## src/rtl/core/srsj_pkg.sv

```systemverilog
// shared types and constants for the step response settle judge
package srsj_pkg;

  localparam logic [1:0] MODE_START  = 2'd0;
  localparam logic [1:0] MODE_POLL   = 2'd1;
  localparam logic [1:0] MODE_CANCEL = 2'd2;

  localparam logic [2:0] ST_SETTLED     = 3'd0;
  localparam logic [2:0] ST_NEVER       = 3'd1;
  localparam logic [2:0] ST_LOST        = 3'd2;
  localparam logic [2:0] ST_NO_MOVE     = 3'd3;
  localparam logic [2:0] ST_TOO_FEW     = 3'd4;
  localparam logic [2:0] ST_TOO_FAST    = 3'd5;

  localparam logic [2:0] REG_SETTLE_BAND = 3'd0;
  localparam logic [2:0] REG_HOLD_TIME   = 3'd1;
  localparam logic [2:0] REG_TRIAL_CAP   = 3'd2;
  localparam logic [2:0] REG_OVS_WEIGHT  = 3'd3;
  localparam logic [2:0] REG_MIN_OBS     = 3'd4;
  localparam logic [2:0] REG_MIN_SETTLE  = 3'd5;
  localparam logic [2:0] REG_MIN_START   = 3'd6;

  localparam logic [11:0] SETTLE_BAND_RST = 12'd96;
  localparam logic [19:0] HOLD_TIME_RST   = 20'd70000;
  localparam logic [23:0] TRIAL_CAP_RST   = 24'd1400000;
  localparam logic [11:0] OVS_WEIGHT_RST  = 12'd750;
  localparam logic [7:0]  MIN_OBS_RST     = 8'd4;
  localparam logic [19:0] MIN_SETTLE_RST  = 20'd8000;
  localparam logic [14:0] MIN_START_RST   = 15'd784;
  localparam logic [23:0] BAND_SQ_RST     = 24'd9216;
  localparam logic [29:0] START_SQ_RST    = 30'd614656;

  localparam logic [7:0] COUNT_MAX = 8'd255;

  typedef struct packed {
    logic        valid;
    logic [2:0]  status;
    logic [23:0] settle_us;
    logic [15:0] overshoot;
  } result_t;

endpackage

```

## src/rtl/core/step_response_settle_judge_top.sv

```systemverilog
// step response settle judge: trial tracking, settle and overshoot judgment
//
//  channel | direction | handshake               | payload
//  in      | input     | in_valid / in_ready     | mode elapsed_us err_x err_y has_target stamp
//  out     | output    | out_valid / out_ready   | status settle_us overshoot score
//  cfg     | input     | apb psel/penable/pready | paddr pwdata prdata
//
// four register stages: input word, squared radius, trial state and result, score.
// one word per cycle unless held; a word that closes or rejects a trial yields a result word.
// the whole pipeline holds while a result waits on out_ready; in_ready is then low.
// rst (synchronous) clears the trial state and restores the register defaults.
module step_response_settle_judge_top
  import srsj_pkg::*;
(
  input  logic               clk,
  input  logic               rst,
  // input words
  input  logic               in_valid,
  output logic               in_ready,
  input  logic [1:0]         mode,
  input  logic [23:0]        elapsed_us,
  input  logic signed [15:0] err_x,
  input  logic signed [15:0] err_y,
  input  logic               has_target,
  input  logic [15:0]        stamp,
  // result words
  output logic               out_valid,
  input  logic               out_ready,
  output logic [2:0]         status,
  output logic [23:0]        settle_us,
  output logic [15:0]        overshoot,
  output logic [27:0]        score,
  // configuration
  input  logic               psel,
  input  logic               penable,
  input  logic               pwrite,
  input  logic [4:0]         paddr,
  input  logic [31:0]        pwdata,
  output logic [31:0]        prdata,
  output logic               pready
);

  // configuration registers
  logic [11:0] settle_band;
  logic [19:0] hold_time_us;
  logic [23:0] trial_cap_us;
  logic [11:0] overshoot_weight;
  logic [7:0]  min_observations;
  logic [19:0] min_settle_us;
  logic [14:0] min_start_error;
  logic [23:0] band_sq;
  logic [29:0] start_sq;

  logic        cfg_wr;
  logic [2:0]  cfg_idx;

  assign pready  = 1'b1;
  assign cfg_wr  = psel && penable && pwrite && pready;
  assign cfg_idx = paddr[4:2];

  always_ff @(posedge clk) begin
    if (rst) begin
      settle_band      <= SETTLE_BAND_RST;
      hold_time_us     <= HOLD_TIME_RST;
      trial_cap_us     <= TRIAL_CAP_RST;
      overshoot_weight <= OVS_WEIGHT_RST;
      min_observations <= MIN_OBS_RST;
      min_settle_us    <= MIN_SETTLE_RST;
      min_start_error  <= MIN_START_RST;
      band_sq          <= BAND_SQ_RST;
      start_sq         <= START_SQ_RST;
    end else if (cfg_wr) begin
      case (cfg_idx)
        REG_SETTLE_BAND: begin
          settle_band <= pwdata[11:0];
          band_sq     <= 24'(pwdata[11:0]) * 24'(pwdata[11:0]);
        end
        REG_HOLD_TIME:  hold_time_us     <= pwdata[19:0];
        REG_TRIAL_CAP:  trial_cap_us     <= pwdata[23:0];
        REG_OVS_WEIGHT: overshoot_weight <= pwdata[11:0];
        REG_MIN_OBS:    min_observations <= pwdata[7:0];
        REG_MIN_SETTLE: min_settle_us    <= pwdata[19:0];
        REG_MIN_START: begin
          min_start_error <= pwdata[14:0];
          start_sq        <= 30'(pwdata[14:0]) * 30'(pwdata[14:0]);
        end
        default: ;
      endcase
    end
  end

  always_comb begin
    case (cfg_idx)
      REG_SETTLE_BAND: prdata = {20'd0, settle_band};
      REG_HOLD_TIME:   prdata = {12'd0, hold_time_us};
      REG_TRIAL_CAP:   prdata = {8'd0, trial_cap_us};
      REG_OVS_WEIGHT:  prdata = {20'd0, overshoot_weight};
      REG_MIN_OBS:     prdata = {24'd0, min_observations};
      REG_MIN_SETTLE:  prdata = {12'd0, min_settle_us};
      REG_MIN_START:   prdata = {17'd0, min_start_error};
      default:         prdata = 32'd0;
    endcase
  end

  // whole pipeline advances together
  logic adv;
  assign adv      = !out_valid || out_ready;
  assign in_ready = adv;

  // stage 1: input word
  logic               s1_valid;
  logic [1:0]         s1_mode;
  logic [23:0]        s1_elapsed;
  logic signed [15:0] s1_ex;
  logic signed [15:0] s1_ey;
  logic               s1_target;
  logic [15:0]        s1_stamp;

  always_ff @(posedge clk) begin
    if (rst) begin
      s1_valid <= 1'b0;
    end else if (adv) begin
      s1_valid <= in_valid;
    end
    if (adv) begin
      s1_mode    <= mode;
      s1_elapsed <= elapsed_us;
      s1_ex      <= err_x;
      s1_ey      <= err_y;
      s1_target  <= has_target;
      s1_stamp   <= stamp;
    end
  end

  // stage 2: squared radius
  logic [16:0] ax;
  logic [16:0] ay;
  logic [31:0] ax_sq;
  logic [31:0] ay_sq;

  assign ax    = s1_ex[15] ? 17'(-{s1_ex[15], s1_ex}) : {1'b0, s1_ex};
  assign ay    = s1_ey[15] ? 17'(-{s1_ey[15], s1_ey}) : {1'b0, s1_ey};
  assign ax_sq = 32'(ax) * 32'(ax);
  assign ay_sq = 32'(ay) * 32'(ay);

  logic               s2_valid;
  logic [1:0]         s2_mode;
  logic [23:0]        s2_elapsed;
  logic signed [15:0] s2_ex;
  logic               s2_target;
  logic [15:0]        s2_stamp;
  logic [31:0]        s2_r2;

  always_ff @(posedge clk) begin
    if (rst) begin
      s2_valid <= 1'b0;
    end else if (adv) begin
      s2_valid <= s1_valid;
    end
    if (adv) begin
      s2_mode    <= s1_mode;
      s2_elapsed <= s1_elapsed;
      s2_ex      <= s1_ex;
      s2_target  <= s1_target;
      s2_stamp   <= s1_stamp;
      // max radius squared is 2^31, fits 32 bits
      s2_r2      <= ax_sq + ay_sq;
    end
  end

  // stage 3: trial state and judgment
  logic        running;
  logic        push_negative;
  logic [15:0] peak_past;
  logic        inside_valid;
  logic [23:0] inside_since_us;
  logic [7:0]  observation_count;
  logic [15:0] last_stamp;

  logic        running_next;
  logic        push_negative_next;
  logic [15:0] peak_past_next;
  logic        inside_valid_next;
  logic [23:0] inside_since_us_next;
  logic [7:0]  observation_count_next;
  logic [15:0] last_stamp_next;
  result_t     res;
  result_t     s3_res;

  function automatic result_t judge(input logic settled, input logic [23:0] t,
                                    input logic [7:0] cnt, input logic [15:0] peak,
                                    input logic [7:0] min_obs,
                                    input logic [19:0] min_settle,
                                    input logic [23:0] cap);
    result_t r;
    r.valid = 1'b1;
    if (cnt < min_obs) begin
      r.status    = ST_TOO_FEW;
      r.settle_us = 24'd0;
      r.overshoot = 16'd0;
    end else if (settled && (t < {4'd0, min_settle})) begin
      r.status    = ST_TOO_FAST;
      r.settle_us = 24'd0;
      r.overshoot = 16'd0;
    end else begin
      r.status    = settled ? ST_SETTLED : ST_NEVER;
      r.settle_us = settled ? t : cap;
      r.overshoot = peak;
    end
    return r;
  endfunction

  logic signed [16:0] past;
  logic [7:0]         cnt_inc;
  logic [23:0]        held;

  assign past    = push_negative ? {s2_ex[15], s2_ex} : 17'(-{s2_ex[15], s2_ex});
  assign cnt_inc = (observation_count < COUNT_MAX) ? 8'(observation_count + 8'd1)
                                                   : observation_count;
  assign held    = 24'(s2_elapsed - inside_since_us);

  always_comb begin
    running_next           = running;
    push_negative_next     = push_negative;
    peak_past_next         = peak_past;
    inside_valid_next      = inside_valid;
    inside_since_us_next   = inside_since_us;
    observation_count_next = observation_count;
    last_stamp_next        = last_stamp;
    res                    = '0;
    if (s2_valid) begin
      if (s2_mode == MODE_START) begin
        running_next = 1'b0;
        if (!s2_target) begin
          res.valid  = 1'b1;
          res.status = ST_LOST;
        end else if (s2_r2 < {2'd0, start_sq}) begin
          res.valid  = 1'b1;
          res.status = ST_NO_MOVE;
        end else begin
          running_next           = 1'b1;
          push_negative_next     = s2_ex[15];
          peak_past_next         = 16'd0;
          inside_valid_next      = 1'b0;
          inside_since_us_next   = 24'd0;
          observation_count_next = 8'd0;
          last_stamp_next        = 16'd0;
        end
      end else if (running) begin
        if (s2_mode == MODE_CANCEL) begin
          running_next = 1'b0;
          res = judge(1'b0, 24'd0, observation_count, peak_past, min_observations,
                      min_settle_us, trial_cap_us);
        end else if (s2_mode == MODE_POLL) begin
          if (s2_elapsed > trial_cap_us) begin
            running_next = 1'b0;
            res = judge(1'b0, 24'd0, observation_count, peak_past, min_observations,
                        min_settle_us, trial_cap_us);
          end else if (s2_target && (s2_stamp != last_stamp)) begin
            last_stamp_next        = s2_stamp;
            observation_count_next = cnt_inc;
            if ((past > 17'sd0) && (past[15:0] > peak_past)) begin
              peak_past_next = past[15:0];
            end
            if (s2_r2 <= {8'd0, band_sq}) begin
              if (!inside_valid) begin
                inside_valid_next    = 1'b1;
                inside_since_us_next = s2_elapsed;
              end else if ((s2_elapsed >= inside_since_us) &&
                           (held >= {4'd0, hold_time_us}) &&
                           (cnt_inc >= min_observations)) begin
                running_next = 1'b0;
                res = judge(1'b1, inside_since_us, cnt_inc, peak_past_next,
                            min_observations, min_settle_us, trial_cap_us);
              end
            end else begin
              inside_valid_next    = 1'b0;
              inside_since_us_next = 24'd0;
            end
          end
        end
      end
    end
  end

  always_ff @(posedge clk) begin
    if (rst) begin
      running           <= 1'b0;
      push_negative     <= 1'b0;
      peak_past         <= 16'd0;
      inside_valid      <= 1'b0;
      inside_since_us   <= 24'd0;
      observation_count <= 8'd0;
      last_stamp        <= 16'd0;
      s3_res            <= '0;
    end else if (adv) begin
      running           <= running_next;
      push_negative     <= push_negative_next;
      peak_past         <= peak_past_next;
      inside_valid      <= inside_valid_next;
      inside_since_us   <= inside_since_us_next;
      observation_count <= observation_count_next;
      last_stamp        <= last_stamp_next;
      s3_res            <= res;
    end
  end

  // stage 4: score and result word
  logic [27:0] ovs_prod;
  assign ovs_prod = 28'(s3_res.overshoot) * 28'(overshoot_weight);

  always_ff @(posedge clk) begin
    if (rst) begin
      out_valid <= 1'b0;
    end else if (adv) begin
      out_valid <= s3_res.valid;
    end
    if (adv) begin
      status    <= s3_res.status;
      settle_us <= s3_res.settle_us;
      overshoot <= s3_res.overshoot;
      score     <= 28'(ovs_prod + {4'd0, s3_res.settle_us});
    end
  end

endmodule

```

## config.mk

```make
export PLATFORM = sky130hd
export DESIGN_NAME = step_response_settle_judge_top
export DESIGN_NICKNAME = d
export VERILOG_FILES = /design/src/rtl/core/srsj_pkg.sv /design/src/rtl/core/step_response_settle_judge_top.sv
export SDC_FILE = /design/constraint.sdc
export NUM_CORES = 2
export LEC_CHECK = 0
export ABC_AREA = 1
export BUFFER_PORTS_ARGS = -buffer_cell sky130_fd_sc_hd__buf_2
export CORE_ASPECT_RATIO = 2
export CORE_MARGIN = 2
export CORE_UTILIZATION = 47
export DETAILED_ROUTE_END_ITERATION = 10
export GPL_TIMING_DRIVEN = 0
export SLEW_MARGIN = 20
export SYNTH_ARGS = -nofsm -noshare
export SYNTH_HDL_FRONTEND = slang
export SYNTH_SLANG_ARGS = --single-unit
```

## constraint.sdc

```tcl
create_clock -name clk -period 13.05 [get_ports clk]
set_input_delay 0.6525 -clock clk [delete_from_list [all_inputs] [get_ports clk]]
set_output_delay 0.6525 -clock clk [all_outputs]
set_load 0.005 [all_outputs]
```

==> parameters.txt <==
Parameter                              Value

Outcome
  Result of the run ... finished with violations
  Violations in the final reports ... design-rule violations

Logic synthesis
  Yosys warnings ... 0
  Number of distinct standard cells referenced by the synthesized netlist ... 69
  Mux cell area share after synthesis ... less than 1%
  Main combinational cell family by area after synthesis ... adder cells
  Top post-synthesis cells by area ... fa_1 28%, edfxtp_1 13%, ha_1 12%
  Compound-Gate Fraction of Synth Area ... 9.023%
  Sequential element share of the synthesized area ... 22.44%
  Post-Synthesis Cell Area ... 0.05626 mm2
  Gate count of the mapped netlist ... 6484
  XOR/XNOR share of the synthesized area ... 2.513%
  Number of enable flip-flop cells after synthesis ... approximately 240
  Prevailing post-synth register cell ... dfxtp_1
  Mean instance size in the synthesized netlist ... 8.677 um2
  Basic-gate share of the synthesized area counting and, or, nand and nor cells ... 13.01%
  Share of the synthesized area in the top cell type ... between 20 and 30%
  Flops & latches, synth ... a little over 500
  Cell accounting for the most synthesized area ... fa_1
  Async set or reset register ratio after synthesis ... 0%
  Adder-cell area share of the yosys netlist ... 40.85%

STA
  Final worst-path cycle share ... 82.69%
  Relative slew slack ... 20.84%
  Max-slew violation total from the final report ... 0
  Final setup violation count ... 0
  Final Critical Period ... 10.79 ns
  Setup repair after global routing missed its margin ... false
  Worst Max-Slew Pin Slew ... approximately 1.2 ns
  Final total negative setup slack ... 0 ns
  Final hold violation count ... 0
  Post-route clock skew ... 0.03376 ns
  Maximum achievable frequency ... 92.67 MHz

Critical path
  Crit Reg-Reg Endpoint ... s2_r2[29]
  Arr. time, crit path ... 11.16 ns
  Cell with the biggest individual delay on the critical path ... edfxtp_1
  Reg-to-Reg Start ... s1_ey[0]
  Startpoint type of the worst setup path ... flop
  Cell depth of the worst flop-to-flop path ... 31
  Top cell family by delay on the critical path ... adder cells
  Most prevalent standard cell on the critical path ... fa_1
  Crit path largest cell delay ... 0.67 ns
  Reg-to-reg setup timing slack ... 2.26 ns
  Type of the worst setup path ... flop to flop
  Worst path buffer plus inverter count ... 7
  Required arrival time at the worst endpoint ... 13.42 ns
  Setup crit end kind ... flop
  Maximum fanout count along the critical path ... 10

Hold path
  Worst hold endpoint ... s1_ey[1]
  HP Start ... err_y[1]
  Tightest Hold Check Type ... input port to flop
  Cell count of the worst hold path ... 1

Clock tree
  Sink Count ... 512
  CTS tree ... built
  Depth of the CTS H-tree ... 2
  Setup Buffers After CTS ... 0
  Cts repair resizes ... 0
  CTS max path bufs ... 3
  Hold_buf cts ... 0
  Cell at the root of the clock tree ... clkbuf_16
  Clock transition at path regs ... 0.07 ns
  Cts bufs inserted ... 51
  Clk_lat worst skew ... approximately 0.64 ns

Cells and area
  Area Overhead vs Synth ... 9.319%
  Final-stage net count ... 8299
  Final design utilization ... roughly half
  Commonest cells after routing, fill and taps aside ... 1559 x inv_1, 1102 x nand2_1, 798 x fa_1, 560 x ha_1, 430 x a21oi_1
  Number of fillers in the final layout ... 11330
  Fraction of layout cells with a size suffix above 1 ... 6.323%
  Commonest non-fill, non-tap cell in the layout ... inv_1

Global route
  GRT Resource Usage Total ... 29.28%
  Global-route wire length before repair ... 267.5 mm
  Vias in the first global route ... 47190
  Maximum number of pins on one net before global-route repair ... 87
  Total grt overflow ... 0
  Antenna violations before repair ... 10

Drt
  DR iter-0 viols ... between 2000 and 3000
  Via count ... 44370
  Number of search-and-repair iterations in the first detailed-routing pass ... 10
  Wire length per cell after detailed routing ... 21.09 um
  DRC violation count after routing ... 74
  Number of routed nets with antenna violations ... 0
  Total wirelength of the detailed-routed design ... 177.3 mm
  Via-per-instance ratio ... 5.276

Placed design
  Count of input and output buffers ... 200
  HPWL after DPL ... 150.8 mm
  Routability-driven placement congestion ratio ... 0.9741

Floorplanning
  X dimension of the die ... 248.6 um
  Placeable core area ... about 0.12 mm2
  DIE AREA ... 0.1227 mm2
  Height of the die ... 493.3 um
  Number of primary I/O pins ... 225
  Placement row count ... 179
  Starting utilization of the core area ... 47.31%

Flow run
  Max-capacitance violation count ... 0
-- routing by layer --
layer	vias to the layer above	GRT usage (%)	wire length [um]
li1	20670	-	-
met1	21670	26.90	54230
met2	1400	56.64	96610
met3	628	3.329	8319
met4	6	25.36	18140
met5	-	0	37
-- registers in the layout, summed over array words and instances, names as in the netlist, 15 cells and up --
name	count
start_sq	28
peak_past	16
hold_time_us	20
overshoot	16
settle_us	24
s2_ex	16
inside_since_us	24
last_stamp	16
s2_stamp	16
min_start_error	15
min_settle_us	20
s1_elapsed	24
band_sq	22
score	28
s2_r2	32
s2_elapsed	24
s1_ey	16
s1_ex	16
trial_cap_us	24
s1_stamp	16
s3_res	44
-- synthesized netlist by cell type, types with 18 or more instances --
cell type / n
a21oi_1: 430
buf_2: 18
clkbuf_1: 163
dfxtp_1: 275
edfxtp_1: 237
fa_1: 798
ha_1: 560
inv_1: 1560
nand2_1: 1102
nand3_1: 180
nand4_1: 33
nor2_1: 312
nor3_1: 37
o211ai_1: 43
o21ai_0: 244
o21ai_1: 39
or2_2: 24
xnor2_1: 60
xor2_1: 94
-- layout make-up --
type	count	area [um2]	area share [%]
Buffer	207	888.4	1.444
Antenna cell	8	20.02	0.03255
Clock inverter	31	445.4	0.7243
Multi-Input combinational cell	4266	37130	60.37
Clock buffer	64	1470	2.390
Sequential cell	512	12620	20.52
Inverter	1582	5946	9.668
Timing Repair Buffer	202	1056	1.717
Tap cell	1538	1924	3.129
-- cell families after synthesis --
family          count (synthesis)
buf+inv                      1789
simple gates                 1757
fa+ha+maj                    1358
compound gates                907
flops                         512
xor+xnor                      158
other cells                     2
mux                             1
-- how the worst max path moves through the flow --
stage	endpoint	slack, ns	depth (start not counted)	from
2_1_floorplan	s2_r2[29]	4.73	29	s1_ey[0]
3_3_place_gp	s2_r2[29]	2.42	31	s1_ey[0]
3_5_place_dp	s2_r2[29]	2.41	31	s1_ey[0]
4_1_cts	s2_r2[29]	2.33	31	s1_ey[0]
5_1_grt	s2_r2[29]	1.71	33	s1_ey[0]
6_report	s2_r2[29]	2.26	31	s1_ey[0]
-- through the flow --
| stage | cells | cell area [um2] | hold slack [ns] | worst slack, ns |
|---|---|---|---|---|
| floorplan | 6567 | 56570 | 0.4003 | 4.733 |
| global placement | 8305 | 59500 | 0.4008 | 2.422 |
| detailed placement | 8307 | 59560 | 0.4052 | 2.410 |
| CTS | 8402 | 61480 | 0.1316 | 2.331 |
| global route | 8404 | 61490 | 0.1466 | 1.714 |
| finish | 8410 | 61500 | 0.1779 | 2.259 |
-- worst reg2reg max path, delay by kind of cell, from the launching register on --
kind	cells	cell delay [ns]
adders and majority gates	10	4.57
buffers and inverters	7	1.74
and+or+nand+nor	5	1.02
DFF	1	0.67
AOI/OAI and AO/OA	7	1.85
xor gates and xnor gates	2	0.65
Power is not shown: default switching activity piles up to over one toggle a cycle in this logic, so the estimate is an artifact.
